<file path="config.mk">
export PLATFORM = sky130hd
export DESIGN_NAME = rotary_button_event_qualifier
export DESIGN_NICKNAME = d
export VERILOG_FILES = /design/src/sv/rbeq_pkg.sv /design/src/sv/rbeq_cfg.sv /design/src/sv/rbeq_eval.sv /design/src/sv/rbeq_outbuf.sv /design/src/sv/rotary_button_event_qualifier.sv
export SDC_FILE = /design/constraint.sdc
export NUM_CORES = 2
export LEC_CHECK = 0
export ABC_AREA = 1
export BUFFER_PORTS_ARGS = -buffer_cell sky130_fd_sc_hd__clkbuf_2
export CAP_MARGIN = 5
export CELL_PAD_IN_SITES_DETAIL_PLACEMENT = 0
export CELL_PAD_IN_SITES_GLOBAL_PLACEMENT = 1
export CORE_UTILIZATION = 50
export DETAILED_ROUTE_END_ITERATION = 8
export GPL_ROUTABILITY_DRIVEN = 0
export PLACE_DENSITY = 0.87
export SETUP_SLACK_MARGIN = 0.2
export SYNTH_ARGS = -nofsm -noshare
export SYNTH_HDL_FRONTEND = slang
export SYNTH_SLANG_ARGS = --single-unit
</file>
<file path="constraint.sdc">
create_clock -name clk -period 32.5 [get_ports clk]
set_input_delay 3.25 -clock clk [delete_from_list [all_inputs] [get_ports clk]]
set_output_delay 3.25 -clock clk [all_outputs]
set_load 0.03 [all_outputs]
</file>
<file path="src/sv/rbeq_pkg.sv">
// Shared types, codes and helpers for the rotary button event qualifier.
package rbeq_pkg;

  // Input item kinds
  localparam logic KIND_POLL = 1'b0;
  localparam logic KIND_SET  = 1'b1;

  // Result event kinds
  localparam logic [2:0] EV_CW      = 3'd0;
  localparam logic [2:0] EV_CCW     = 3'd1;
  localparam logic [2:0] EV_PRESS   = 3'd2;
  localparam logic [2:0] EV_SINGLE  = 3'd3;
  localparam logic [2:0] EV_DOUBLE  = 3'd4;
  localparam logic [2:0] EV_LONG    = 3'd5;
  localparam logic [2:0] EV_DISPLAY = 3'd6;
  localparam logic [2:0] EV_STATUS  = 3'd7;

  // Last-event codes
  localparam logic [2:0] LE_NONE    = 3'd0;
  localparam logic [2:0] LE_CW      = 3'd1;
  localparam logic [2:0] LE_CCW     = 3'd2;
  localparam logic [2:0] LE_PRESS   = 3'd3;
  localparam logic [2:0] LE_RELEASE = 3'd4;
  localparam logic [2:0] LE_DOUBLE  = 3'd5;

  // Configuration register indexes and reset values
  localparam logic [1:0] CFG_DEBOUNCE = 2'd0;
  localparam logic [1:0] CFG_LONG     = 2'd1;
  localparam logic [1:0] CFG_WINDOW   = 2'd2;
  localparam logic [1:0] CFG_DISPLAY  = 2'd3;

  localparam logic [15:0] DEBOUNCE_RST = 16'd20;
  localparam logic [15:0] LONG_RST     = 16'd1250;
  localparam logic [15:0] WINDOW_RST   = 16'd450;
  localparam logic [15:0] DISPLAY_RST  = 16'd100;

  // Result slots, in emission order
  localparam int NSLOT        = 6;
  localparam int SLOT_ROT     = 0;
  localparam int SLOT_EXPIRE  = 1;
  localparam int SLOT_BUTTON  = 2;
  localparam int SLOT_LONG    = 3;
  localparam int SLOT_DISPLAY = 4;
  localparam int SLOT_STATUS  = 5;

  typedef struct packed {
    logic [15:0] debounce_ticks;
    logic [15:0] long_press_ticks;
    logic [15:0] click_window_ticks;
    logic [15:0] display_interval_ticks;
  } cfg_t;

  typedef struct packed {
    logic               kind;
    logic [31:0]        now_ticks;
    logic               encoder_ok;
    logic signed [31:0] encoder_delta;
    logic signed [31:0] encoder_position;
    logic               button_ok;
    logic               button_level;
    logic               display_ready;
    logic signed [31:0] new_position;
  } in_item_t;

  typedef struct packed {
    logic [31:0] cur_position;
    logic [31:0] event_counter;
    logic [2:0]  evt_code;
    logic        debounced_state;
    logic        raw_prev;
    logic [31:0] raw_change_time;
    logic [31:0] press_start_time;
    logic        press_tracking;
    logic        long_fired;
    logic        long_feedback;
    logic [1:0]  click_counter;
    logic [31:0] click_start_time;
    logic        awaiting_click;
    logic [31:0] display_time;
    logic        display_pending;
    logic [31:0] display_position;
    logic [31:0] delta_sum;
  } state_t;

  typedef struct packed {
    logic [2:0]         event_kind;
    logic signed [31:0] position;
    logic signed [31:0] delta;
    logic               btn_down;
    logic [31:0]        event_total;
    logic [2:0]         recent_code;
    logic               last;
  } res_t;

  // Build one result item; status fields are taken from the given state.
  function automatic res_t mk_res(logic [2:0] kind, logic [31:0] pos, logic [31:0] dl,
                                  state_t s, logic is_last);
    res_t r;
    r.event_kind     = kind;
    r.position       = pos;
    r.delta          = dl;
    r.btn_down       = s.debounced_state;
    r.event_total    = s.event_counter;
    r.recent_code    = s.evt_code;
    r.last           = is_last;
    return r;
  endfunction

endpackage

</file>
<file path="src/sv/rbeq_cfg.sv">
// Configuration register file for the rotary button event qualifier.
module rbeq_cfg (
  input  logic               clk,
  input  logic               rst_n,
  input  logic               wr_i,
  input  logic [1:0]         idx_i,
  input  logic [15:0]        data_i,
  output rbeq_pkg::cfg_t     cfg_o
);
  import rbeq_pkg::*;

  cfg_t cfg_r;

  // Register writes; reset loads the default timings.
  always_ff @(posedge clk) begin
    if (!rst_n) begin
      cfg_r.debounce_ticks         <= DEBOUNCE_RST;
      cfg_r.long_press_ticks       <= LONG_RST;
      cfg_r.click_window_ticks     <= WINDOW_RST;
      cfg_r.display_interval_ticks <= DISPLAY_RST;
    end else if (wr_i) begin
      unique case (idx_i)
        CFG_DEBOUNCE: cfg_r.debounce_ticks         <= data_i;
        CFG_LONG:     cfg_r.long_press_ticks       <= data_i;
        CFG_WINDOW:   cfg_r.click_window_ticks     <= data_i;
        CFG_DISPLAY:  cfg_r.display_interval_ticks <= data_i;
        default:      ;
      endcase
    end
  end

  assign cfg_o = cfg_r;

endmodule

</file>
<file path="src/sv/rbeq_eval.sv">
// Single-pass evaluation of one input item: next state and all result slots.
module rbeq_eval (
  input  rbeq_pkg::in_item_t               item_i,
  input  rbeq_pkg::state_t                 st_i,
  input  rbeq_pkg::cfg_t                   cfg_i,
  output rbeq_pkg::state_t                 st_o,
  output rbeq_pkg::res_t [rbeq_pkg::NSLOT-1:0] slot_o,
  output logic [rbeq_pkg::NSLOT-1:0]       mask_o
);
  import rbeq_pkg::*;

  state_t      s;
  logic        raw;
  logic        rot;
  logic        cw;
  logic [31:0] d;
  logic [31:0] now;
  logic [1:0]  ccn;
  logic        mark;
  logic [31:0] dif_click;
  logic [31:0] dif_raw;
  logic [31:0] dif_long;
  logic [31:0] dif_disp;

  always_comb begin
    s         = st_i;
    now       = item_i.now_ticks;
    raw       = ~item_i.button_level;
    d         = 32'd0 - item_i.encoder_delta;
    cw        = ~d[31];
    rot       = 1'b0;
    ccn       = 2'd0;
    mark      = 1'b0;
    dif_click = now - st_i.click_start_time;
    dif_raw   = now - st_i.raw_change_time;
    dif_long  = 32'd0;
    dif_disp  = now - st_i.display_time;
    mask_o    = '0;
    slot_o    = '0;

    if (item_i.kind == KIND_SET) begin
      // Set position: store negated value and report it at once.
      s.cur_position = 32'd0 - item_i.new_position;
      slot_o[SLOT_STATUS] = mk_res(EV_DISPLAY, s.cur_position, 32'd0, s, 1'b1);
      mask_o[SLOT_STATUS] = 1'b1;
    end else begin
      // Rotation with reversed direction.
      rot = item_i.encoder_ok && (item_i.encoder_delta != 32'sd0);
      if (rot) begin
        s.cur_position    = 32'd0 - item_i.encoder_position;
        s.event_counter   = s.event_counter + 32'd1;
        s.evt_code        = cw ? LE_CW : LE_CCW;
        slot_o[SLOT_ROT]  = mk_res(cw ? EV_CW : EV_CCW, s.cur_position, d, s, 1'b0);
        mask_o[SLOT_ROT]  = 1'b1;
        s.display_position = s.cur_position;
        s.delta_sum        = s.delta_sum + d;
        s.display_pending  = 1'b1;
      end

      if (item_i.button_ok) begin
        // Click window ran out: the waiting click is a single click.
        if (s.awaiting_click && s.click_counter == 2'd1 &&
            dif_click >= 32'(cfg_i.click_window_ticks)) begin
          s.awaiting_click    = 1'b0;
          s.click_counter     = 2'd0;
          slot_o[SLOT_EXPIRE] = mk_res(EV_SINGLE, s.cur_position, 32'd0, s, 1'b0);
          mask_o[SLOT_EXPIRE] = 1'b1;
        end

        // Raw edge restarts the debounce; a stable level is accepted.
        if (raw != s.raw_prev) begin
          s.raw_change_time = now;
          s.raw_prev        = raw;
          s.long_fired      = 1'b0;
          if (raw) begin
            s.press_start_time = now;
            s.press_tracking   = 1'b1;
            s.long_feedback    = 1'b0;
          end else begin
            s.press_tracking = 1'b0;
            if (s.long_feedback) begin
              s.long_feedback = 1'b0;
              mark            = 1'b1;
            end
          end
        end else if (raw != s.debounced_state &&
                     dif_raw >= 32'(cfg_i.debounce_ticks)) begin
          s.debounced_state = raw;
          s.event_counter   = s.event_counter + 32'd1;
          s.evt_code        = raw ? LE_PRESS : LE_RELEASE;
          mask_o[SLOT_BUTTON] = 1'b1;
          if (!raw) begin
            ccn = s.click_counter + 2'd1;
            if (ccn == 2'd2) begin
              if (dif_click < 32'(cfg_i.click_window_ticks)) begin
                s.awaiting_click  = 1'b0;
                s.click_counter   = 2'd0;
                s.evt_code        = LE_DOUBLE;
                slot_o[SLOT_BUTTON] = mk_res(EV_DOUBLE, s.cur_position, 32'd0, s, 1'b0);
              end else begin
                slot_o[SLOT_BUTTON] = mk_res(EV_SINGLE, s.cur_position, 32'd0, s, 1'b0);
                s.click_counter    = 2'd1;
                s.click_start_time = now;
                s.awaiting_click   = 1'b1;
              end
            end else begin
              mask_o[SLOT_BUTTON] = 1'b0;
              s.click_counter    = 2'd1;
              s.click_start_time = now;
              s.awaiting_click   = 1'b1;
            end
          end else begin
            slot_o[SLOT_BUTTON] = mk_res(EV_PRESS, s.cur_position, 32'd0, s, 1'b0);
          end
          mark = 1'b1;
        end

        // Long press, timed from the raw press edge.
        dif_long = now - s.press_start_time;
        if (raw && s.debounced_state && !s.long_fired && s.press_tracking &&
            dif_long >= 32'(cfg_i.long_press_ticks)) begin
          s.long_fired      = 1'b1;
          s.long_feedback   = 1'b1;
          slot_o[SLOT_LONG] = mk_res(EV_LONG, s.cur_position, 32'd0, s, 1'b0);
          mask_o[SLOT_LONG] = 1'b1;
          mark              = 1'b1;
        end

        if (mark) begin
          s.display_position = s.cur_position;
          s.display_pending  = 1'b1;
        end
      end

      // Rate-limited display update.
      if (s.display_pending && dif_disp >= 32'(cfg_i.display_interval_ticks) &&
          item_i.display_ready) begin
        slot_o[SLOT_DISPLAY] = mk_res(EV_DISPLAY, s.display_position, s.delta_sum, s, 1'b0);
        mask_o[SLOT_DISPLAY] = 1'b1;
        s.display_time       = now;
        s.delta_sum          = 32'd0;
        s.display_pending    = 1'b0;
      end

      // Every poll closes with a status item.
      slot_o[SLOT_STATUS] = mk_res(EV_STATUS, s.cur_position, 32'd0, s, 1'b1);
      mask_o[SLOT_STATUS] = 1'b1;
    end

    st_o = s;
  end

endmodule

</file>
<file path="src/sv/rbeq_outbuf.sv">
// Result buffer: holds the slots of one item and sends them one per cycle while out_tready is high.
module rbeq_outbuf (
  input  logic                                 clk,
  input  logic                                 rst_n,
  input  logic                                 load_i,
  input  rbeq_pkg::res_t [rbeq_pkg::NSLOT-1:0] slot_i,
  input  logic [rbeq_pkg::NSLOT-1:0]           mask_i,
  output logic                                 free_o,
  output logic                                 out_tvalid,
  input  logic                                 out_tready,
  output rbeq_pkg::res_t                       res_o
);
  import rbeq_pkg::*;

  res_t [NSLOT-1:0] slot_r;
  logic [NSLOT-1:0] vld_r;
  logic [NSLOT-1:0] vld_nxt;
  logic [NSLOT-1:0] first;
  logic             found;

  // Pick the lowest valid slot.
  always_comb begin
    first = '0;
    found = 1'b0;
    res_o = '0;
    for (int i = 0; i < NSLOT; i++) begin
      if (vld_r[i] && !found) begin
        first[i] = 1'b1;
        found    = 1'b1;
        res_o    = slot_r[i];
      end
    end
  end

  assign out_tvalid = |vld_r;

  // Slots left after this cycle's handshake; the buffer is free when none remain.
  always_comb begin
    vld_nxt = vld_r & ~((out_tvalid && out_tready) ? first : '0);
    free_o  = (vld_nxt == '0);
  end

  always_ff @(posedge clk) begin
    if (!rst_n) begin
      vld_r <= '0;
    end else if (load_i) begin
      vld_r <= mask_i;
    end else begin
      vld_r <= vld_nxt;
    end
  end

  always_ff @(posedge clk) begin
    if (load_i) begin
      slot_r <= slot_i;
    end
  end

endmodule

</file>
<file path="src/sv/rotary_button_event_qualifier.sv">
// Top level of the rotary button event qualifier.
//
// Usage: poll items and set-position items arrive on the in_ stream (in_tuser
// selects the kind). Each accepted item is captured in an input register and,
// once the result buffer is free, evaluated in a single pass that updates all
// state and fills a six-slot result buffer. The buffer sends result items on
// the out_ stream, one per cycle while out_tready is high; out_tlast marks the
// final item of each input.
// A poll produces 1 to 6 result items and a set-position item produces one.
// A new item is taken into the input register while results of the previous
// item still drain, and it is evaluated in the cycle the buffer's last item
// leaves. Registers are written on the cfg_ stream (always ready); the user
// must write them only while idle, as the block itself does not enforce it.
// Reset (synchronous, rst_n low) clears all state and restores the default
// timings. When the receiver stalls, the current result holds and the input
// register, once full, stops accepting.
module rotary_button_event_qualifier (
  input  logic         clk,
  input  logic         rst_n,
  input  logic         in_tvalid,
  output logic         in_tready,
  // now_ticks, encoder_ok, encoder_delta, encoder_position, button_ok,
  // button_level, display_ready, new_position (from bit 0 up), zero fill
  input  logic [135:0] in_tdata,
  // kind
  input  logic         in_tuser,
  output logic         out_tvalid,
  input  logic         out_tready,
  // position, delta, btn_down, event_total, recent_code (from bit 0 up),
  // zero fill
  output logic [103:0] out_tdata,
  // event_kind
  output logic [2:0]   out_tuser,
  output logic         out_tlast,
  input  logic         cfg_valid,
  output logic         cfg_ready,
  input  logic [1:0]   cfg_index,
  input  logic [15:0]  cfg_data
);
  import rbeq_pkg::*;

  cfg_t             cfg;
  in_item_t         item_r;
  logic             in_valid_r;
  state_t           state_r;
  state_t           state_nxt;
  res_t [NSLOT-1:0] slots;
  logic [NSLOT-1:0] mask;
  logic             buf_free;
  logic             load;
  res_t             res;

  assign cfg_ready = 1'b1;

  rbeq_cfg u_cfg (
    .clk    (clk),
    .rst_n  (rst_n),
    .wr_i   (cfg_valid && cfg_ready),
    .idx_i  (cfg_index),
    .data_i (cfg_data),
    .cfg_o  (cfg)
  );

  // Input register: refills while its item moves into the result buffer.
  assign load      = in_valid_r && buf_free;
  assign in_tready = !in_valid_r || load;

  always_ff @(posedge clk) begin
    if (!rst_n) begin
      in_valid_r <= 1'b0;
    end else if (in_tready) begin
      in_valid_r <= in_tvalid;
    end
  end

  always_ff @(posedge clk) begin
    if (in_tvalid && in_tready) begin
      item_r.kind             <= in_tuser;
      item_r.now_ticks        <= in_tdata[31:0];
      item_r.encoder_ok       <= in_tdata[32];
      item_r.encoder_delta    <= in_tdata[64:33];
      item_r.encoder_position <= in_tdata[96:65];
      item_r.button_ok        <= in_tdata[97];
      item_r.button_level     <= in_tdata[98];
      item_r.display_ready    <= in_tdata[99];
      item_r.new_position     <= in_tdata[131:100];
    end
  end

  rbeq_eval u_eval (
    .item_i (item_r),
    .st_i   (state_r),
    .cfg_i  (cfg),
    .st_o   (state_nxt),
    .slot_o (slots),
    .mask_o (mask)
  );

  // Block state advances once per evaluated item.
  always_ff @(posedge clk) begin
    if (!rst_n) begin
      state_r <= '0;
    end else if (load) begin
      state_r <= state_nxt;
    end
  end

  rbeq_outbuf u_outbuf (
    .clk        (clk),
    .rst_n      (rst_n),
    .load_i     (load),
    .slot_i     (slots),
    .mask_i     (mask),
    .free_o     (buf_free),
    .out_tvalid (out_tvalid),
    .out_tready (out_tready),
    .res_o      (res)
  );

  assign out_tuser = res.event_kind;
  assign out_tlast = res.last;
  assign out_tdata = {4'b0, res.recent_code, res.event_total, res.btn_down,
                      res.delta, res.position};

  // The buffer is reloaded only when empty or when its final item leaves.
  assert property (@(posedge clk) disable iff (!rst_n)
    load |-> (!out_tvalid || (out_tready && out_tlast)))
    else $error("result buffer reloaded while items remain");

  // Every evaluated item yields at least one result in the next cycle.
  assert property (@(posedge clk) disable iff (!rst_n)
    load |=> out_tvalid)
    else $error("evaluated item produced no result");

  // A status item always closes its input.
  assert property (@(posedge clk) disable iff (!rst_n)
    (out_tvalid && out_tuser == EV_STATUS) |-> out_tlast)
    else $error("status item without last flag");

endmodule
</file>
==> results by group <==
Status
  • Status: completed

Route
  • WL per Instance: 19.1 um
  • Max Used Layer: met5
  • First-pass DRT Iterations: 6
  • Drt total wl: 174,000 um
  • Vias/cell: 5.47
  • Metal2 WL: 80,900 um
  • Met3 wire len: 12,000 um
  • # DRC: 0
  • M1 WL: 73,700 um
  • Iter 0 DRT Violations: 4,265
  • Vias: 49,600
  • Antenna-violating nets left: 0

STA
  • Final Max Slew Viols: 0
  • Final period utilization: 0.254
  • Clock skew: 0.0270 ns
  • Fin. Hold Viols: 0
  • Setup-failing EPs final: 0
  • RSZ-0062 raised after global routing: false
  • Worst hold margin: 0.458 ns
  • Setup TNS: 0 ns
  • Fmax: 0.121 GHz
  • Worst-Margin Slew: 1.17 ns
  • Fin crit period: 8.24 ns
  • Rel. slew slack: 0.222

Layout
  • Synth-to-layout area growth: 10.6%
  • Layout cell share with drive strength beyond 1: 0.0774
  • Post-Layout Cell Count: 9,081
  • Fillers: 10,500
  • Layout Nets: 7,892

CTS
  • Clock buffer depth: 3
  • Clock transition at path regs: 0.06 ns
  • # hold bufs at CTS: 0
  • Root Buffer: clkbuf_16
  • Num CTS Buffers: 105
  • TritonCTS clock tree: yes
  • H-tree levels: 3
  • Post-CTS setup buffers: 0
  • Num Clock Sinks: 949
  • Clk Latency, worst-skew pair: 0.72 ns
  • Post_cts resized: 0

Pwr
  • Pleak: 26.9 nW
  • Maximum VDD drop: 0.0000435 V
  • Power Dens Cells: 51.4 mW/mm2

Floorplanning
  • Num ports: 271
  • # rows: 122
  • Initial Utilization: 0.504
  • Die Width: 336 um
  • CORE AREA: 0.111 mm2
  • Die ar.: 0.113 mm2
  • Die Height: 336 um

Setup path
  • Critical path launch point type: flip-flop
  • CP max FO: 66
  • Worst-case reg-to-reg path depth: 33
  • CP max-delay cell: inv_2
  • Worst Setup SP: item_r[33]
  • CP most frequent cell: nand2_1
  • R2R Setup Slk: 24.26 ns
  • Worst r2r src: item_r[33]
  • Crit path to: u_outbuf.slot_r[511]
  • Critical path arrival: 8.81 ns
  • RR Endpoint: u_outbuf.slot_r[511]
  • Worst path required time: 33.07 ns
  • Slowest stage delay, CP: 0.87 ns
  • CP Capture Type: flip-flop
  • Type of the worst setup path: flip-flop to flip-flop

Logic synthesis
  • Register area share after synthesis: 0.450
  • EDFF count, synth: 610
  • Largest family of logic cells by synthesized area: simple AND/OR/NAND/NOR gates
  • Top FF cell, synth: edfxtp_1
  • Complex-gate fraction of the synthesized area: 0.118
  • Synth Warn #: 0
  • Post-Syn Instances: 7,374
  • Synth top area share: 0.329
  • Leading area contributor after synthesis: edfxtp_1
  • Proportion of synthesized area in mux cells: 0.000718
  • Synth Area in Simple Gates: 0.259
  • Post-synth ARST share: 0
  • Mean Syn Cell Area: 7.56 um2
  • Distinct cells, synth: 56
  • Cell Area, Synth: 0.0558 mm2
  • FF+latch count, synth: 949
  • Adder and majority gate portion of the synthesized area: 0.0525
  • XOR/XNOR Fraction of Synth Area: 0.0285
  • Dominant cells by area after synthesis: edfxtp_1 33%, nand2_1 13%, dfxtp_1 12%, inv_1 6.7%, nor2_1 6.1%

Global routing
  • GRT Total Usage: 0.303
  • First-pass GRT wire length: 264,000 um
  • Antenna violations before repair: 6
  • Largest net degree at the start of global routing: 149
  • Grt ovf: 0
  • Vias in the first global route: 47,100

Place
  • DP Cell Count: 8,882
  • DP HPWL: 118,000 um
  • Port Buffers: 261

Job
  • Maxcap violations: 0

Worst hold path
  • Hold/Removal Path Class: flip-flop to flip-flop
[critical path: cells and delay by family (launching register included)]
| family | cells | cell delay, ns |
|---|---|---|
| AOI/OAI and AO/OA | 2 | 0.56 |
| xor gates and xnor gates | 1 | 0.17 |
| adders and majority gates | 3 | 1.21 |
| buffers and inverters | 5 | 1.63 |
| DFF | 1 | 0.65 |
| and+or+nand+nor | 22 | 3.77 |
[through the flow]
stage | setup WS (ns) | power [mW] | cell area, um2 | utilization
after floorplan | 14.23 | 1.82 | 55800 | -
after global placement | 24.42 | 1.95 | 58100 | 0.525
after detailed placement | 24.37 | 1.96 | 58100 | 0.525
after CTS | 24.33 | 3.17 | 61600 | 0.557
after global routing | 23.56 | 3.30 | 61600 | 0.557
final | 24.26 | 3.17 | 61600 | 0.557
[per-layer routing]
metal	up-vias	GRT usage
li1	24300	-
met1	23300	0.397
met2	1697	0.510
met3	356	0.0373
met4	6	0.119
met5	-	0
[Yosys cell counts, types with 4 or more instances]
master,count
nand2_1,1920
inv_1,992
nor2_1,907
edfxtp_1,610
o21ai_0,477
a21oi_1,469
nand3_1,380
dfxtp_1,339
ha_1,226
clkbuf_1,179
xor2_1,151
nand4_1,97
nor3_1,69
a221oi_1,67
buf_2,60
o21ai_1,47
and2_1,35
buf_1,35
o211ai_1,28
xnor2_1,27
inv_2,20
nand3b_1,20
nor4_1,19
o21bai_1,18
nor2_2,16
o21a_1,16
o21ai_2,16
or2_2,14
nand2_2,13
a211oi_1,12
a21o_1,9
a31oi_1,8
buf_4,8
buf_6,7
a21boi_0,6
nor2_4,6
a22oi_1,5
fa_1,5
nand3_2,5
nor3_2,5
mux2i_1,4
o221ai_1,4
[cells by family after synthesis]
logic type | Yosys count
AOI/OAI and AO/OA | 1193
xor gates and xnor gates | 179
adders and majority gates | 231
buffers and inverters | 1304
DFF | 949
muxes | 4
other | 2
and+or+nand+nor | 3512
[area by class of cell]
cell class	instances	area (um2)	share of cell area
multi-input cells	5124	25700	0.417
flip-flops and latches	949	25100	0.407
inverters	1015	3820	0.0621
clock buffers	140	2900	0.0471
well taps	1488	1860	0.0302
repair buffers	306	1660	0.0270
clock inverters	58	592	0.00960
diodes	1	2.50	0.0000406
[registers in the layout, summed over array words and instances, names as in the netlist]
signal	cells
u_outbuf.slot_r	477
u_cfg.cfg_o	64
u_outbuf.vld_r	6
state_r	268
item_r	133
in_valid_r	1
[power breakdown]
group / switching, mW / internal [mW]
combinational: 0.392 / 0.162
clock: 0.516 / 0.701
sequential: 0.0362 / 1.36
total: 0.945 / 2.22
[how the worst min path moves through the flow]
stage / from / slack (ns) / cells past startpoint / end
after CTS: state_r[243] / 0.46 / 2 / state_r[243]
after global placement: state_r[243] / 0.44 / 2 / state_r[243]
final: state_r[243] / 0.46 / 2 / state_r[243]
after floorplan: state_r[236] / 0.43 / 2 / state_r[236]
after detailed placement: state_r[243] / 0.45 / 2 / state_r[243]
after global routing: state_r[236] / 0.48 / 2 / state_r[236]
[cells in the final DEF (no fill, tap or decap), drive strengths merged, types with 12 or more instances in the layout]
master	n
a211oi	12
a21oi	470
a221oi	67
and2	35
buf	46
clkbuf	400
clkinv	41
dfxtp	339
edfxtp	610
ha	226
inv	1017
nand2	1936
nand3	386
nand3b	20
nand4	98
nor2	929
nor3	74
nor4	19
o211ai	28
o21a	16
o21ai	540
o21bai	18
or2	14
xnor2	27
xor2	152
Note: power is estimated with default switching activity, not from simulation.
